<file path="config.mk">
export PLATFORM = sky130hd
export DESIGN_NAME = block_table_first_fit_allocator_unit
export DESIGN_NICKNAME = d
export VERILOG_FILES = /design/src/rtl/btffa_pkg.sv /design/src/rtl/btffa_ctrl.sv /design/src/rtl/btffa_dp.sv /design/src/rtl/block_table_first_fit_allocator_unit.sv
export SDC_FILE = /design/constraint.sdc
export NUM_CORES = 2
export LEC_CHECK = 0
export ABC_AREA = 1
export BUFFER_PORTS_ARGS = -buffer_cell sky130_fd_sc_hd__buf_2
export CELL_PAD_IN_SITES_DETAIL_PLACEMENT = 1
export CELL_PAD_IN_SITES_GLOBAL_PLACEMENT = 1
export CORE_UTILIZATION = 54
export DETAILED_ROUTE_END_ITERATION = 10
export PLACE_DENSITY_LB_ADDON = 0.3
export SLEW_MARGIN = 30
export SYNTH_ARGS = -nofsm -noshare
export SYNTH_HDL_FRONTEND = slang
export SYNTH_SLANG_ARGS = --single-unit
</file>
<file path="constraint.sdc">
create_clock -name clk -period 127.5 [get_ports clk]
set_input_delay 19.125 -clock clk [delete_from_list [all_inputs] [get_ports clk]]
set_output_delay 19.125 -clock clk [all_outputs]
set_load 0.02 [all_outputs]
</file>
<file path="src/rtl/btffa_pkg.sv">
// ----------------------------------------------------------------------------
// btffa_pkg
// Shared types and constants of the first-fit block table allocator.
// ----------------------------------------------------------------------------
package btffa_pkg;

    // Built table geometry.
    localparam int TABLE_BLOCKS = 1024;
    localparam int BLOCK_BYTES  = 4096;

    localparam int IDX_W     = $clog2(TABLE_BLOCKS);
    localparam int CNT_W     = $clog2(TABLE_BLOCKS + 1);
    localparam int BLK_SHIFT = $clog2(BLOCK_BYTES);
    localparam int WIDE_W    = 33;
    localparam int NEED_W    = WIDE_W - BLK_SHIFT;
    localparam int OFF_W     = 32 - BLK_SHIFT;

    // Configuration registers.
    localparam int BIU_W = 11;
    localparam logic [BIU_W-1:0] BIU_RESET = 11'd1024;

    typedef logic [0:0] cfg_idx_t;
    localparam cfg_idx_t REG_HEAP_BASE     = 1'b0;
    localparam cfg_idx_t REG_BLOCKS_IN_USE = 1'b1;

    // Table entry encoding.
    typedef logic [1:0] entry_t;
    localparam entry_t ENT_FREE  = 2'b00;
    localparam entry_t ENT_TAKEN = 2'b01;
    localparam entry_t ENT_NEXT  = 2'b10;

    // Request type codes.
    localparam logic REQ_ALLOC = 1'b0;
    localparam logic REQ_FREE  = 1'b1;

    // Status codes.
    localparam logic STAT_OK  = 1'b0;
    localparam logic STAT_ERR = 1'b1;

    typedef logic [IDX_W-1:0]  idx_t;
    typedef logic [CNT_W-1:0]  cnt_t;
    typedef logic [NEED_W-1:0] need_t;
    typedef logic [OFF_W-1:0]  off_t;
    typedef logic [WIDE_W-1:0] wide_t;

    typedef struct packed {
        logic        req_type;
        logic [31:0] request_bytes;
        logic [31:0] free_address;
    } req_t;

    typedef struct packed {
        logic [31:0] result_address;
        logic        status;
    } rsp_t;

    typedef enum logic [3:0] {
        ST_CLEAR,
        ST_IDLE,
        ST_CHECK,
        ST_A_RD,
        ST_A_EVAL,
        ST_MARK,
        ST_F_RD,
        ST_F_EVAL,
        ST_DONE
    } state_t;

    typedef enum logic [1:0] {
        RES_NONE,
        RES_ALLOC_OK,
        RES_FREE_OK,
        RES_ERR
    } res_sel_t;

    typedef struct packed {
        logic     clr_step;
        logic     load;
        logic     scan_init;
        logic     scan_eval;
        logic     mark_step;
        logic     free_init;
        logic     free_clr;
        res_sel_t res_sel;
    } ctl_cmd_t;

    typedef struct packed {
        logic clear_last;
        logic is_free;
        logic size_bad;
        logic free_bad;
        logic run_hit;
        logic scan_last;
        logic mark_last;
        logic walk_stop;
    } dp_stat_t;

endpackage

</file>
<file path="src/rtl/btffa_ctrl.sv">
// ----------------------------------------------------------------------------
// btffa_ctrl
// Sequencer for table clearing, first-fit scan, run marking and chain free.
// ----------------------------------------------------------------------------
module btffa_ctrl (
    input  logic                clk,
    input  logic                rst_n,
    input  logic                start,
    input  btffa_pkg::dp_stat_t stat,
    output btffa_pkg::ctl_cmd_t cmd,
    output logic                busy,
    output logic                done
);

    btffa_pkg::state_t state_reg;
    btffa_pkg::state_t state_next;

    always_ff @(posedge clk or negedge rst_n)
    begin
        if (!rst_n)
        begin
            state_reg <= btffa_pkg::ST_CLEAR;
        end
        else
        begin
            state_reg <= state_next;
        end
    end

    always_comb
    begin
        state_next = state_reg;
        case (state_reg)
            btffa_pkg::ST_CLEAR:
            begin
                if (stat.clear_last)
                begin
                    state_next = btffa_pkg::ST_IDLE;
                end
            end
            btffa_pkg::ST_IDLE:
            begin
                if (start)
                begin
                    state_next = btffa_pkg::ST_CHECK;
                end
            end
            btffa_pkg::ST_CHECK:
            begin
                if (stat.is_free)
                begin
                    state_next = stat.free_bad ? btffa_pkg::ST_DONE : btffa_pkg::ST_F_RD;
                end
                else
                begin
                    state_next = stat.size_bad ? btffa_pkg::ST_DONE : btffa_pkg::ST_A_RD;
                end
            end
            btffa_pkg::ST_A_RD:
            begin
                state_next = btffa_pkg::ST_A_EVAL;
            end
            btffa_pkg::ST_A_EVAL:
            begin
                if (stat.run_hit)
                begin
                    state_next = btffa_pkg::ST_MARK;
                end
                else if (stat.scan_last)
                begin
                    state_next = btffa_pkg::ST_DONE;
                end
                else
                begin
                    state_next = btffa_pkg::ST_A_RD;
                end
            end
            btffa_pkg::ST_MARK:
            begin
                if (stat.mark_last)
                begin
                    state_next = btffa_pkg::ST_DONE;
                end
            end
            btffa_pkg::ST_F_RD:
            begin
                state_next = btffa_pkg::ST_F_EVAL;
            end
            btffa_pkg::ST_F_EVAL:
            begin
                state_next = stat.walk_stop ? btffa_pkg::ST_DONE : btffa_pkg::ST_F_RD;
            end
            btffa_pkg::ST_DONE:
            begin
                state_next = btffa_pkg::ST_IDLE;
            end
            default:
            begin
                state_next = btffa_pkg::ST_IDLE;
            end
        endcase
    end

    always_comb
    begin
        cmd         = '0;
        cmd.res_sel = btffa_pkg::RES_NONE;
        busy        = 1'b1;
        done        = 1'b0;
        case (state_reg)
            btffa_pkg::ST_CLEAR:
            begin
                cmd.clr_step = 1'b1;
            end
            btffa_pkg::ST_IDLE:
            begin
                busy     = 1'b0;
                cmd.load = start;
            end
            btffa_pkg::ST_CHECK:
            begin
                if (stat.is_free)
                begin
                    if (stat.free_bad)
                    begin
                        cmd.res_sel = btffa_pkg::RES_FREE_OK;
                    end
                    else
                    begin
                        cmd.free_init = 1'b1;
                    end
                end
                else
                begin
                    if (stat.size_bad)
                    begin
                        cmd.res_sel = btffa_pkg::RES_ERR;
                    end
                    else
                    begin
                        cmd.scan_init = 1'b1;
                    end
                end
            end
            btffa_pkg::ST_A_RD:
            begin
                cmd = '0;
            end
            btffa_pkg::ST_A_EVAL:
            begin
                cmd.scan_eval = 1'b1;
                if (!stat.run_hit && stat.scan_last)
                begin
                    cmd.res_sel = btffa_pkg::RES_ERR;
                end
            end
            btffa_pkg::ST_MARK:
            begin
                cmd.mark_step = 1'b1;
                if (stat.mark_last)
                begin
                    cmd.res_sel = btffa_pkg::RES_ALLOC_OK;
                end
            end
            btffa_pkg::ST_F_RD:
            begin
                cmd = '0;
            end
            btffa_pkg::ST_F_EVAL:
            begin
                cmd.free_clr = 1'b1;
                if (stat.walk_stop)
                begin
                    cmd.res_sel = btffa_pkg::RES_FREE_OK;
                end
            end
            btffa_pkg::ST_DONE:
            begin
                done = 1'b1;
            end
            default:
            begin
                busy = 1'b1;
            end
        endcase
    end

endmodule

</file>
<file path="src/rtl/btffa_dp.sv">
// ----------------------------------------------------------------------------
// btffa_dp
// Block table memory, configuration registers, scan counters and result.
// ----------------------------------------------------------------------------
module btffa_dp (
    input  logic                clk,
    input  logic                rst_n,
    input  logic                cfg_we,
    input  btffa_pkg::cfg_idx_t cfg_index,
    input  logic [31:0]         cfg_data,
    input  btffa_pkg::req_t     req,
    input  btffa_pkg::ctl_cmd_t cmd,
    output btffa_pkg::dp_stat_t stat,
    output btffa_pkg::rsp_t     rsp
);

    // Block table: one entry per heap block, no reset (cleared by a sweep).
    btffa_pkg::entry_t mem [btffa_pkg::TABLE_BLOCKS];

    logic [31:0]                 heap_base_reg;
    logic [btffa_pkg::BIU_W-1:0] biu_reg;
    btffa_pkg::cnt_t             idx_reg;
    btffa_pkg::cnt_t             run_reg;
    btffa_pkg::idx_t             start_reg;
    logic                        is_free_reg;
    btffa_pkg::need_t            need_reg;
    logic                        free_lt_reg;
    btffa_pkg::off_t             free_idx_reg;
    btffa_pkg::entry_t           rd_data_reg;
    btffa_pkg::rsp_t             rsp_reg;

    btffa_pkg::wide_t   need_sum;
    btffa_pkg::wide_t   free_diff;
    btffa_pkg::cnt_t    limit;
    btffa_pkg::cnt_t    idx_inc;
    btffa_pkg::cnt_t    run_inc;
    btffa_pkg::idx_t    start_eff;
    logic               ent_free;
    logic               mem_we;
    btffa_pkg::entry_t  mem_wdata;
    logic [31:0]        alloc_addr;

    assign need_sum  = {1'b0, req.request_bytes}
                     + btffa_pkg::wide_t'(btffa_pkg::BLOCK_BYTES - 1);
    assign free_diff = {1'b0, req.free_address} - {1'b0, heap_base_reg};

    // Managed count is the configured count clamped to the built depth.
    always_comb
    begin
        if (32'(biu_reg) >= 32'(btffa_pkg::TABLE_BLOCKS))
        begin
            limit = btffa_pkg::cnt_t'(btffa_pkg::TABLE_BLOCKS);
        end
        else
        begin
            limit = btffa_pkg::cnt_t'(biu_reg);
        end
    end

    assign idx_inc   = idx_reg + btffa_pkg::cnt_t'(1);
    assign run_inc   = run_reg + btffa_pkg::cnt_t'(1);
    assign start_eff = (run_reg == '0) ? idx_reg[btffa_pkg::IDX_W-1:0] : start_reg;
    assign ent_free  = (rd_data_reg & btffa_pkg::ENT_TAKEN) == btffa_pkg::ENT_FREE;
    assign alloc_addr = heap_base_reg + (32'(start_reg) << btffa_pkg::BLK_SHIFT);

    always_comb
    begin
        stat.clear_last = idx_reg == btffa_pkg::cnt_t'(btffa_pkg::TABLE_BLOCKS - 1);
        stat.is_free    = is_free_reg;
        stat.size_bad   = (need_reg == '0)
                        || (btffa_pkg::wide_t'(need_reg) > btffa_pkg::wide_t'(limit));
        stat.free_bad   = free_lt_reg
                        || (btffa_pkg::wide_t'(free_idx_reg) >= btffa_pkg::wide_t'(limit));
        stat.run_hit    = ent_free
                        && (btffa_pkg::wide_t'(run_inc) == btffa_pkg::wide_t'(need_reg));
        stat.scan_last  = idx_inc == limit;
        stat.mark_last  = run_reg == btffa_pkg::cnt_t'(1);
        stat.walk_stop  = ((rd_data_reg & btffa_pkg::ENT_NEXT) == btffa_pkg::ENT_FREE)
                        || (idx_inc >= limit);
    end

    // Single write port shared by the clearing sweep, marking and freeing.
    always_comb
    begin
        mem_we    = cmd.clr_step || cmd.mark_step || cmd.free_clr;
        mem_wdata = btffa_pkg::ENT_FREE;
        if (cmd.mark_step)
        begin
            mem_wdata = (run_reg != btffa_pkg::cnt_t'(1))
                      ? (btffa_pkg::ENT_TAKEN | btffa_pkg::ENT_NEXT)
                      : btffa_pkg::ENT_TAKEN;
        end
    end

    always_ff @(posedge clk)
    begin
        if (mem_we)
        begin
            mem[idx_reg[btffa_pkg::IDX_W-1:0]] <= mem_wdata;
        end
        rd_data_reg <= mem[idx_reg[btffa_pkg::IDX_W-1:0]];
    end

    always_ff @(posedge clk or negedge rst_n)
    begin
        if (!rst_n)
        begin
            heap_base_reg <= '0;
            biu_reg       <= btffa_pkg::BIU_RESET;
        end
        else if (cfg_we)
        begin
            case (cfg_index)
                btffa_pkg::REG_HEAP_BASE:
                begin
                    heap_base_reg <= cfg_data;
                end
                btffa_pkg::REG_BLOCKS_IN_USE:
                begin
                    biu_reg <= cfg_data[btffa_pkg::BIU_W-1:0];
                end
                default:
                begin
                    heap_base_reg <= heap_base_reg;
                end
            endcase
        end
    end

    always_ff @(posedge clk or negedge rst_n)
    begin
        if (!rst_n)
        begin
            idx_reg   <= '0;
            run_reg   <= '0;
            start_reg <= '0;
        end
        else
        begin
            if (cmd.clr_step)
            begin
                idx_reg <= idx_inc;
            end
            else if (cmd.scan_init)
            begin
                idx_reg <= '0;
                run_reg <= '0;
            end
            else if (cmd.scan_eval)
            begin
                if (stat.run_hit)
                begin
                    // Rewind to the head of the run and count it down while marking.
                    idx_reg   <= btffa_pkg::cnt_t'(start_eff);
                    start_reg <= start_eff;
                    run_reg   <= run_inc;
                end
                else if (ent_free)
                begin
                    start_reg <= start_eff;
                    run_reg   <= run_inc;
                    idx_reg   <= idx_inc;
                end
                else
                begin
                    run_reg <= '0;
                    idx_reg <= idx_inc;
                end
            end
            else if (cmd.mark_step)
            begin
                idx_reg <= idx_inc;
                run_reg <= run_reg - btffa_pkg::cnt_t'(1);
            end
            else if (cmd.free_init)
            begin
                idx_reg <= btffa_pkg::cnt_t'(free_idx_reg);
            end
            else if (cmd.free_clr)
            begin
                idx_reg <= idx_inc;
            end
        end
    end

    always_ff @(posedge clk)
    begin
        if (cmd.load)
        begin
            is_free_reg  <= req.req_type == btffa_pkg::REQ_FREE;
            need_reg     <= need_sum[btffa_pkg::WIDE_W-1:btffa_pkg::BLK_SHIFT];
            free_lt_reg  <= free_diff[btffa_pkg::WIDE_W-1];
            free_idx_reg <= free_diff[31:btffa_pkg::BLK_SHIFT];
        end
        case (cmd.res_sel)
            btffa_pkg::RES_ALLOC_OK:
            begin
                rsp_reg.result_address <= alloc_addr;
                rsp_reg.status         <= btffa_pkg::STAT_OK;
            end
            btffa_pkg::RES_FREE_OK:
            begin
                rsp_reg.result_address <= '0;
                rsp_reg.status         <= btffa_pkg::STAT_OK;
            end
            btffa_pkg::RES_ERR:
            begin
                rsp_reg.result_address <= '0;
                rsp_reg.status         <= btffa_pkg::STAT_ERR;
            end
            default:
            begin
                rsp_reg <= rsp_reg;
            end
        endcase
    end

    assign rsp = rsp_reg;

endmodule

</file>
<file path="src/rtl/block_table_first_fit_allocator_unit.sv">
// ----------------------------------------------------------------------------
// block_table_first_fit_allocator_unit
// First-fit heap allocator over a table of fixed-size blocks.
// ----------------------------------------------------------------------------
// A request is taken when start is high and busy is low; exactly one result
// transaction follows, shown for a single cycle with done high, and the
// receiver must capture it then because it cannot be held off. After reset
// the block sweeps its 1024-entry table to free, one entry per cycle, and
// holds busy high until the sweep ends; configuration writes are taken at
// any time but must only be issued while busy is low. An allocate scans
// the table up to the end of the first fitting run and then marks each
// block of that run; a free clears the entries of the chain it walks. The
// table memory has one read and one write port and a registered read, and
// is visited one entry at a time. Sizes of zero and requests that find no
// long enough run report status 1 with address zero; frees outside the
// managed table are ignored and report success.
// ----------------------------------------------------------------------------
module block_table_first_fit_allocator_unit (
    input  logic                clk,
    input  logic                rst_n,
    input  logic                start,
    output logic                busy,
    input  btffa_pkg::req_t     req,
    output logic                done,
    output btffa_pkg::rsp_t     rsp,
    input  logic                cfg_valid,
    output logic                cfg_ready,
    input  btffa_pkg::cfg_idx_t cfg_index,
    input  logic [31:0]         cfg_data
);

    btffa_pkg::ctl_cmd_t cmd;
    btffa_pkg::dp_stat_t stat;

    // Configuration registers accept a write transaction in every cycle.
    assign cfg_ready = 1'b1;

    btffa_ctrl u_ctrl (
        .clk   (clk),
        .rst_n (rst_n),
        .start (start),
        .stat  (stat),
        .cmd   (cmd),
        .busy  (busy),
        .done  (done)
    );

    btffa_dp u_dp (
        .clk       (clk),
        .rst_n     (rst_n),
        .cfg_we    (cfg_valid && cfg_ready),
        .cfg_index (cfg_index),
        .cfg_data  (cfg_data),
        .req       (req),
        .cmd       (cmd),
        .stat      (stat),
        .rsp       (rsp)
    );

    // An accepted request keeps the block busy until its result is delivered.
    a_accept_busy: assert property (@(posedge clk) disable iff (!rst_n)
        (start && !busy) |=> busy)
        else $error("accepted request did not raise busy");

    // The result strobe lasts exactly one cycle and returns the block to idle.
    a_done_pulse: assert property (@(posedge clk) disable iff (!rst_n)
        done |=> (!done && !busy))
        else $error("result strobe longer than one cycle");

    // A failed allocation never reports a nonzero address.
    a_err_zero: assert property (@(posedge clk) disable iff (!rst_n)
        (done && rsp.status) |-> (rsp.result_address == 32'd0))
        else $error("error result carries an address");

    // A result is only shown while a request is in flight.
    a_done_busy: assert property (@(posedge clk) disable iff (!rst_n)
        done |-> busy)
        else $error("result shown while idle");

endmodule
</file>
==> impl_metrics.toml <==
[clock_tree]
root_buffer = "clkbuf_16"
cts_tree = "done"
clock_sinks = 2205
cts_made_buffers = 224
clkLatencyLatePin_ns = 0.90
cts-resized-gates = 0
hold_buffers = 0
postCtsSetupRepairBufs = 0
clkTransAtPathRegs_ns = 0.06
htreeDepth = 4
clockBufferDepth = 3

[finish]
final_common_cell = "nand2_1"
synthToLayoutAreaGrowth_pct = 9.54
fin_util = 0.596
nNetsFinal = 10301
layout-drive-gt1-share = 0.0668
largest_register_ffs = 2048
stdcell_count = 12766
final_cell_mix = "nand2_1, nor2_1, edfxtp_1, o21ai_0, inv_1"

[power_and_ir_drop]
total_power_mw = 1.46
p_switching_mw = 0.309
ir_drop_mv = 0.0128
power_density_mw_per_mm2 = 13.4
p_seq_frac = 0.538
intPower_mw = 1.15
cellLeakagePower_nw = 36.0
switching_share = 0.212
p_comb_frac = 0.020
clockPowerShare = 0.441

[timing]
worstMarginPinSlew_ns = 1.15
tns_ns = 0
final-setup-viol-count = 0
max_slew_margin = 0.236
hold_violations = 0
rsz0062_at_grt = "no"
slew_violations = 0
fin_skew_ns = 0.0411
fin_crit_sh = 0.166
fin_crit_ns = 21.22
fmax_ghz = 0.0471

[critical_path]
crit_chain = "nor2_1, inv_2, nor3_1, buf_2"
crit_path_max_fanout = 6
crit-reg2reg-launch = "u_dp.idx_reg[0]"
startpoint_type = "flip-flop"
criticalPathCategory = "reg2out"
worstSetupEndpointType = "output port"
slowest_delay_ns = 0.43
path_delay_family = "simple AND/OR/NAND/NOR gates"
critPathSlowestCell = "dfrtp_1"
crit_buf_inv = 2
r2r_cells = 17
startpoint = "u_ctrl.state_reg[0]"
regToRegSetupSlack_ns = 121.56
critical_path_arrival_ns = 2.10
r2r-end = "u_dp.rd_data_reg[1]"
required_ns = 108.38

[grt]
grt_pass1_vias = 80460
grt_start_max_net_pins = 222
track_usage = 0.359
antenna_found_initial = 19
grt_pass1_wl_um = 498000
grt-ovfl-total = 0

[yosys]
avgSynthCellArea_um2 = 9.73
netlist.area_leader.share = 0.640
synth_area_leaders = "edfxtp_1, nand2_1, nor2_1"
yosys_warnings = 0
synth-async-reset-ratio = 0.0358
synth_seq_cells = 2205
synth_nets = 10429
syn-instance-count = 10245
synth_cell_types = 55
synth_top_cell_by_area = "edfxtp_1"
seq_area_frac_synth = 0.660
synth_edf_count = 2124
synth_area_mm2 = 0.0997
synthFlopType = "edfxtp_1"

[place]
dp_hpwl_um = 190000
portBuffers = 136
gp_congestion = 0.837
placedCellCount = 12351

[routing]
via_per_inst = 5.98
drtIter0Drc = 8471
ant_nets = 0
drc = 0
wl_per_cell_um = 26.4
dr_total_vias = 76313
firstDrtPassIters = 6
wl_um = 337000

[floorplan]
die_y_um = 432
ioPinCount = 138
coreArea_mm2 = 0.183
die_area_mm2 = 0.186
fp.dieW_um = 432
num_rows = 157
initial_core_util = 0.544

[hold_path]
hold_end = "u_dp.biu_reg[5]"
whs_path_depth = 2
hold_class = "reg2reg"
worstHoldStart = "u_dp.biu_reg[5]"

[run_status]
status = "complete, no violations"

[run]
max_cap_viol_count = 0
[cells in the mapped netlist, types with 78 or more instances]
library cell,number
o21ai_1,160
o21ai_0,784
a21oi_1,103
nor2_1,2588
inv_1,511
edfxtp_1,2124
buf_2,207
nand3_1,247
ha_1,81
clkbuf_1,346
nand2_1,2689
dfrtp_1,78
[cells by family after synthesis]
group                    share of synthesized area
AND/OR/NAND/NOR                              0.219
flip-flops                                   0.660
buffers and inverters                       0.0486
AO/OA/AOI/OAI                               0.0564
adder cells (fa/ha/maj)                     0.0104
XOR/XNOR                                   0.00513
other                                    0.0000376
[through the flow]
| step | setup slack [ns] | hold slack [ns] | area (um^2) |
|---|---|---|---|
| floorplan | 71.50 | 0.453 | 99700 |
| global placement | 106.15 | 0.470 | 102000 |
| detailed placement | 106.15 | 0.478 | 102000 |
| CTS | 106.22 | 0.491 | 109000 |
| global route | 106.27 | 0.526 | 109000 |
| finish | 106.28 | 0.494 | 109000 |
[final cells by class]
class	count	area [um^2]
fillers	19948	74100
clock buffers	287	6050
multi-input cells	6887	29300
well taps	2464	3080
flip-flops and latches	2205	65800
diodes	2	5.00
inverters	524	1980
clock inverters	122	971
repair buffers	275	1950
[worst max-delay path by stage]
stage	slack (ns)	cells after the start	end
after global routing	106.27	4	done
after detailed placement	106.15	11	u_dp.free_lt_reg
final	106.28	4	done
after floorplan	71.50	8	u_dp.mem[0][1]
after global placement	106.15	11	u_dp.free_lt_reg
after CTS	106.22	4	done
[worst reg2reg max path, cell delays in order, from the launching register on]
cell and delay (ns):
dfrtp_4 0.60, inv_8 0.40, buf_4 0.92, buf_4 0.69, buf_12 0.57, buf_6 0.85
o21ai_0 0.39, nand2_1 0.14, nand2_1 0.06, nand2_1 0.09, nor2_1 0.04, nand2_1 0.10
nand2_1 0.08, nand2_1 0.22, o21bai_1 0.11, nor2_1 0.30, nor2_1 0.07, nand2_1 0.22
[power groups by stage]
stage / clock (mW) / sequential [mW] / combinational, mW
after global routing: 0.670 / 0.787 / 0.0333
after global placement: 0 / 0.802 / 0.0285
final: 0.645 / 0.787 / 0.0296
after detailed placement: 0 / 0.802 / 0.0293
after floorplan: 0 / 0.801 / 0.0186
after CTS: 0.647 / 0.787 / 0.0296
[per-layer routing]
metal | up-vias | share of wire | track usage
li1 | 33455 | - | -
met1 | 38200 | 0.38 | 0.456
met2 | 3681 | 0.48 | 0.589
met3 | 963 | 0.088 | 0.0648
met4 | 14 | 0.055 | 0.188
met5 | - | 0.00028 | 0
No activity file was read; power rests on OpenSTA's default activity.
